<file path="src/hdl/tolt_pkg.sv">
// Shared types and constants of the timed owner lookup table.
package tolt_pkg;

   localparam int ID_W    = 31;
   localparam int TIME_W  = 64;
   localparam int UID_W   = 32;

   // command codes
   localparam logic CMD_APPEND = 1'b0;
   localparam logic CMD_SEARCH = 1'b1;

   // one stored event
   typedef struct packed {
      logic [UID_W-1:0]  uid;
      logic              owner_known;
      logic [ID_W-1:0]   parent;
      logic              parent_known;
      logic              is_open;
      logic [TIME_W-1:0] stamp;
      logic [ID_W-1:0]   pid;
   } entry_type;

   // running best match that travels down the chain
   typedef struct packed {
      logic              hit;
      logic [TIME_W-1:0] stamp;
      logic              is_open;
      logic              parent_known;
      logic [ID_W-1:0]   parent;
      logic              owner_known;
      logic [UID_W-1:0]  uid;
   } best_type;

endpackage

</file>
<file path="src/hdl/tolt_cell.sv">
// One cell of the entry chain: holds one event and folds it into the best match.
module tolt_cell (
   input  logic                  clock,
   input  logic                  reset,
   input  logic                  wr_en,
   input  tolt_pkg::entry_type   wr_entry,
   input  logic [tolt_pkg::ID_W-1:0]   key_id,
   input  logic [tolt_pkg::TIME_W-1:0] key_time,
   input  logic                  scan_en,
   input  tolt_pkg::best_type    best_i,
   output tolt_pkg::best_type    best_o
);
   import tolt_pkg::*;

   entry_type entry_ff;
   logic      full_ff;
   best_type  best_ff, best_in;
   logic      take;

   // store the event once
   always_ff @(posedge clock) begin
      if (reset) begin
         full_ff <= 1'b0;
      end else if (wr_en) begin
         full_ff <= 1'b1;
      end
      if (wr_en) begin
         entry_ff <= wr_entry;
      end
   end

   // take this entry on strictly later stamp; earlier entries win ties
   always_comb begin
      take = full_ff && entry_ff.pid == key_id && entry_ff.stamp <= key_time &&
             (!best_i.hit || entry_ff.stamp > best_i.stamp);
      best_in = best_i;
      if (take) begin
         best_in.hit          = 1'b1;
         best_in.stamp        = entry_ff.stamp;
         best_in.is_open      = entry_ff.is_open;
         best_in.parent_known = entry_ff.parent_known;
         best_in.parent       = entry_ff.parent;
         best_in.owner_known  = entry_ff.owner_known;
         best_in.uid          = entry_ff.uid;
      end
   end

   // hand the match to the next cell
   always_ff @(posedge clock) begin
      if (scan_en) begin
         best_ff <= best_in;
      end
   end

   assign best_o = best_ff;
endmodule

</file>
<file path="config.mk">
export PLATFORM = sky130hd
export DESIGN_NAME = tolt_cell
export DESIGN_NICKNAME = d
export VERILOG_FILES = /design/src/hdl/tolt_pkg.sv /design/src/hdl/tolt_cell.sv
export SDC_FILE = /design/constraint.sdc
export NUM_CORES = 1
export LEC_CHECK = 0
export ABC_CLOCK_PERIOD_IN_PS = 4000
export BUFFER_PORTS_ARGS = -buffer_cell sky130_fd_sc_hd__buf_4
export CAP_MARGIN = 0
export CORE_AREA = 2 2 204 206
export CTS_CLUSTER_SIZE = 25
export DETAILED_ROUTE_END_ITERATION = 8
export DIE_AREA = 0 0 206 208
export GPL_TIMING_DRIVEN = 0
export PLACE_DENSITY = 0.63
export SYNTH_ARGS = -nofsm -noshare
export SYNTH_HDL_FRONTEND = slang
export SYNTH_SLANG_ARGS = --single-unit
</file>
<file path="constraint.sdc">
create_clock -name clock -period 4 [get_ports clock]
set_clock_uncertainty 0.1 [all_clocks]
set_input_delay 0.4 -clock clock [delete_from_list [all_inputs] [get_ports clock]]
set_output_delay 0.4 -clock clock [all_outputs]
set_load 0.02 [all_outputs]
</file>
# Word level (Yosys, flattened, before mapping)
# Index checks and enable logic that the tools add are counted.
# W data, S select, Z words.
[word_totals] reg_bits=293 input_bits=391 out_inout_bits=131 wordCells=24
[op_classes] n_lt_le_gt_ge=2 n_eq_ne=1 muxes=1 reduce_logical=5
[ops] operator="$mux W130" count=1
[ops] operator="$gt A64 B64 Y1" count=1
[ops] operator="$le A64 B64 Y1" count=1
[ops] operator="$eq A31 B31 Y1" count=1
[ops] operator="$logic_and A1 B1 Y1" count=3
[ops] operator="$logic_not A1 Y1" count=1
[ops] operator="$logic_or A1 B1 Y1" count=1

# Logic depth before layout (Yosys ltp)
[depth] ltp_word=5 ltp_mapped=13 ltp_nobuf=10

# Least setup slack after synthesis
# No wires, ideal clock.
[synth_path] kind="input to register" from="input port best_i[96] in the netlist's numbering" to="register best_ff, in the netlist best_o[100], data pin" setup_time_ns=0.260 t_arrival_ns=3.111 required_time_ns=3.640 slack_ns=0.529 path_stages=12 path_buffers=3 cell_sequence="inv_1 > ha_1 > nand4_1 > or4_1 > or3_1 > a21oi_1 > nor4b_1 > or4_1 > clkbuf_1 > buf_6 > buf_6 > mux2_4"
[synth_rtl] element="from (decl)" line_no="tolt_cell.sv:10" rtl="input tolt_pkg::best_type best_i,"
[synth_rtl] element="to (signal assigned)" line_no="tolt_cell.sv:51" rtl="best_ff <= best_in;"
[synth_rtl] element="to (decl)" line_no="tolt_cell.sv:17" rtl="best_type best_ff, best_in;"

==> metrics.md <==
| Metric | Value |
|---|---|
| Outcome | `completed` |
| Critical path's top delay family | `simple AND/OR/NAND/NOR gates` |
| Worst-Skew Late Latency | `0.55 ns` |
| Detail Route Antenna Nets | `0` |
| Max incr delay on CP | `0.61 ns` |
| Post-synthesis cell count | `944` |
| Pwr Total | `8.096 mW` |
| Layout cell share with drive strength beyond 1 | `43.80%` |
| Clock power frac | `36.7%` |
| Global placement routability congestion | `0.8012` |
| Setup Crit Path Kind | `register to register` |
| First-pass detailed-route iteration total | `5` |
| Final worst path period share | `97.26%` |
| Die Y | `208 um` |
| Clk sinks | `293` |
| Met3 GRT Util | `6.595%` |
| Worst setup EP type | `register` |
| Most Crowded Layer GR | `met2` |
| Max-slew headroom | `59.24%` |
| Gate power share | `16.7%` |
| WP buf/inv | `3` |
| Drt drc | `0` |
| Syn-to-layout area delta | `53.81%` |
| Sw Ratio | `24.57%` |
| Min Hold Slack | `0.05460 ns` |
| Grt met2 use | `34.80%` |
| Crit path DAT | `4.07 ns` |
| Slowest CP cell | `or4_4` |
| # setup viols final | `0` |
| Final WS setup | `0.1095 ns` |
| Seq pwr share | `46.6%` |
| Peak supply drop | `0.3005 mV` |
| Starting Density | `35.38%` |
| 1st-iter DRT viols | `362` |
| R2r setup slk | `0.11 ns` |
| Synth cell types | `40` |
| Routed length per placed instance | `19.46 um` |
| H-tree depth | `2` |
| Fin. max-slew vios | `0` |
| TritonCTS clock tree | `yes` |
| Startpoint Class | `register` |
| Core area | `40550 um^2` |
| Crit-path max FO | `7` |
| #FFs+latches synth | `293` |
| Hold Path Depth | `2` |
| Largest net degree at the start of global routing | `91` |
| Port-buffer cells | `521` |
| Met1 usage | `21.51%` |
| Post-Syn Area | `14350 um^2` |
| Vias in the first global route | `11170` |
| Ports | `522` |
| Placed wire-length estimate | `33020 um` |
| Fmax | `257.0 MHz` |
| GR Overflow Total | `0` |
| RSZ-0062 raised after global routing | `yes` |
| Worst reg-to-reg path cell count | `12` |
| GRT Total Usage | `19.68%` |
| DR vias | `10420` |
| Post-Syn Area per Cell | `15.20 um^2` |
| Commonest non-fill, non-tap cell in the layout | `buf_4` |
| Hold WC Path Type | `input port to register` |
| Worst r2r dst | `best_o[97]$_DFFE_PP_` |
| WHS Endpoint | `best_o[126]$_DFFE_PP_` |
| Hold path startpoint | `best_i[126]` |
| Max-Cap Viols | `0` |
| Period minus WS final | `3.891 ns` |
| Ordered cell list for the critical path | `ha_4 -> nand4_1 -> nor4_4 -> nand4_1 -> buf_6 -> or3_4 -> a21oi_4 -> nor4b_2 -> or4_4 -> buf_16 -> clkbuf_16 -> mux2_4` |
| Syn nets | `1463` |
| Commonest non-fill, non-tap cells in the layout | `527 x buf_4, 292 x edfxtp_1, 162 x dlygate4sd3_1` |
| Die Wd | `206 um` |
| Clock-pin slew on the worst setup and hold paths | `0.06 ns` |
| CTS Buf Count | `34` |
| Sequential fraction of the synthesis area | `61.25%` |
| P_int | `6.107 mW` |
| Total routed wirelength | `43470 um` |
| Initial antenna violation count | `1` |
| Final net count | `2196` |
| Pre-CTS setup slack | `-0.7629 ns` |
| Worst Max-Slew Pin Slew | `0.6114 ns` |
| Via density | `4.664` |
| First-pass GRT wire length | `62980 um` |
| RR Startpoint | `entry_ff[80]$_DFFE_PP_` |
| Hold Vio Cnt, Final | `0` |
| Sw power | `1.989 mW` |
| Crit path top cell by count | `nand4_1` |
| Number of placement rows | `74` |
| Die area | `42850 um^2` |
| Root Buffer | `clkbuf_16` |
| Ys Warns | `0` |
| PD cells | `366.9 nW/um^2` |
| CTS Buffer Depth | `3` |
| Leak Pwr | `10.04 nW` |
| Worst EP required | `4.18 ns` |
==> metal layers <==
metal	vias to the layer above	share of wire (%)
li1	4995	-
met1	4901	37
met2	439	50
met3	85	8.9
met4	0	3.7
met5	-	0
==> registers in the layout, summed over array words and instances, names as in the netlist <==
| signal | flops |
|---|---|
| full_ff | 1 |
| entry_ff | 161 |
| best_o | 131 |
==> per-stage QoR <==
step | setup TNS (ns) | instances | instance area [um^2] | utilization (%)
after floorplan | 0 | 944 | 14350 | -
after global placement | -93.33 | 1997 | 18920 | 46.66
after detailed placement | -91.84 | 1999 | 18990 | 46.83
after CTS | 0 | 2229 | 21860 | 53.90
after global routing | -2.822 | 2234 | 22070 | 54.42
final | 0 | 2234 | 22070 | 54.42
==> synth_stat cells <==
cell type	number	area [um^2]
edfxtp_1	292	8768
inv_1	129	484.2
ha_1	128	1602
mux2_4	100	1501
a21oi_1	57	285.3
nand2_1	35	131.4
xnor2_1	31	271.5
mux2_2	30	337.8
nand4_1	28	175.2
o21ai_0	17	85.08
nor2_1	13	48.80
buf_6	11	123.9
nand3_1	11	55.05
a21o_1	8	60.06
nor4_1	6	37.54
a211oi_1	5	37.54
a221oi_1	4	35.03
and4_1	4	35.03
nor3_1	4	20.02
a2bb2oi_1	3	26.28
buf_2	3	15.01
nand3b_1	2	15.01
nor2b_1	2	12.51
o211ai_1	2	15.01
o21a_1	2	15.01
or3_1	2	12.51
or4_1	2	15.01
a21boi_0	1	7.510
a221o_1	1	10.01
a22oi_1	1	7.510
and2_0	1	6.260
and3_1	1	6.260
clkbuf_1	1	3.750
dfxtp_1	1	20.02
nand2b_1	1	6.260
nand4_2	1	12.51
nor4_4	1	21.27
nor4b_1	1	8.760
o2111ai_1	1	8.760
o21bai_1	1	7.510
==> layout make-up <==
cell class	count	area (um^2)
tap	532	665.6
timing repair buffer	698	5768
antenna	1	2.502
inverter	129	484.2
buffer	14	234.0
clock inverter	18	157.7
multi-input combinational	507	5086
clock buffer	42	880.8
fill	3311	18490
sequential	293	8788
==> kinds of logic (layout without fill, tap and decap cells) <==
kind of cell | Yosys count | after routing | synth area share (%)
other | 0 | 1 | 0
AOI/OAI and AO/OA | 103 | 103 | 4.186
buffers and inverters | 144 | 901 | 4.369
adders and majority gates | 128 | 128 | 11.16
xor gates and xnor gates | 31 | 31 | 1.892
DFF | 293 | 293 | 61.25
and+or+nand+nor | 115 | 115 | 4.317
muxes | 130 | 130 | 12.82
==> worst max-delay path by stage <==
stage	end	cells past startpoint	slack, ns	startpoint
final	best_o[97]$_DFFE_PP_	12	0.11	entry_ff[80]$_DFFE_PP_
after floorplan	best_o[100]$_DFFE_PP_	12	0.53	best_i[96]
after global placement	best_o[63]$_DFFE_PP_	14	-0.78	best_i[112]
after global routing	best_o[97]$_DFFE_PP_	12	-0.05	entry_ff[80]$_DFFE_PP_
after detailed placement	best_o[63]$_DFFE_PP_	14	-0.76	best_i[124]
after CTS	best_o[66]$_DFFE_PP_	11	0.002	entry_ff[61]$_DFFE_PP_
==> what timing repair did <==
item	in CTS	in global routing
hold buffers	162	0
endpoints found under the setup margin	130	130
gates resized for setup	20	27
hold endpoints to repair	162	0
gates cloned	1	2
pin swaps	8	9
buffers inserted	8	2
==> power groups by stage <==
stage               Combinational (mW)  Clock (mW)  Sequential [mW]
detailed placement                1.20           0             3.83
finish                            1.36        2.97             3.77
floorplan                        0.393           0             3.94
CTS                               1.36        3.05             3.77
global placement                  1.17           0             3.83
global route                      1.47        3.16             3.79
Note: power is estimated with default switching activity, not from simulation.
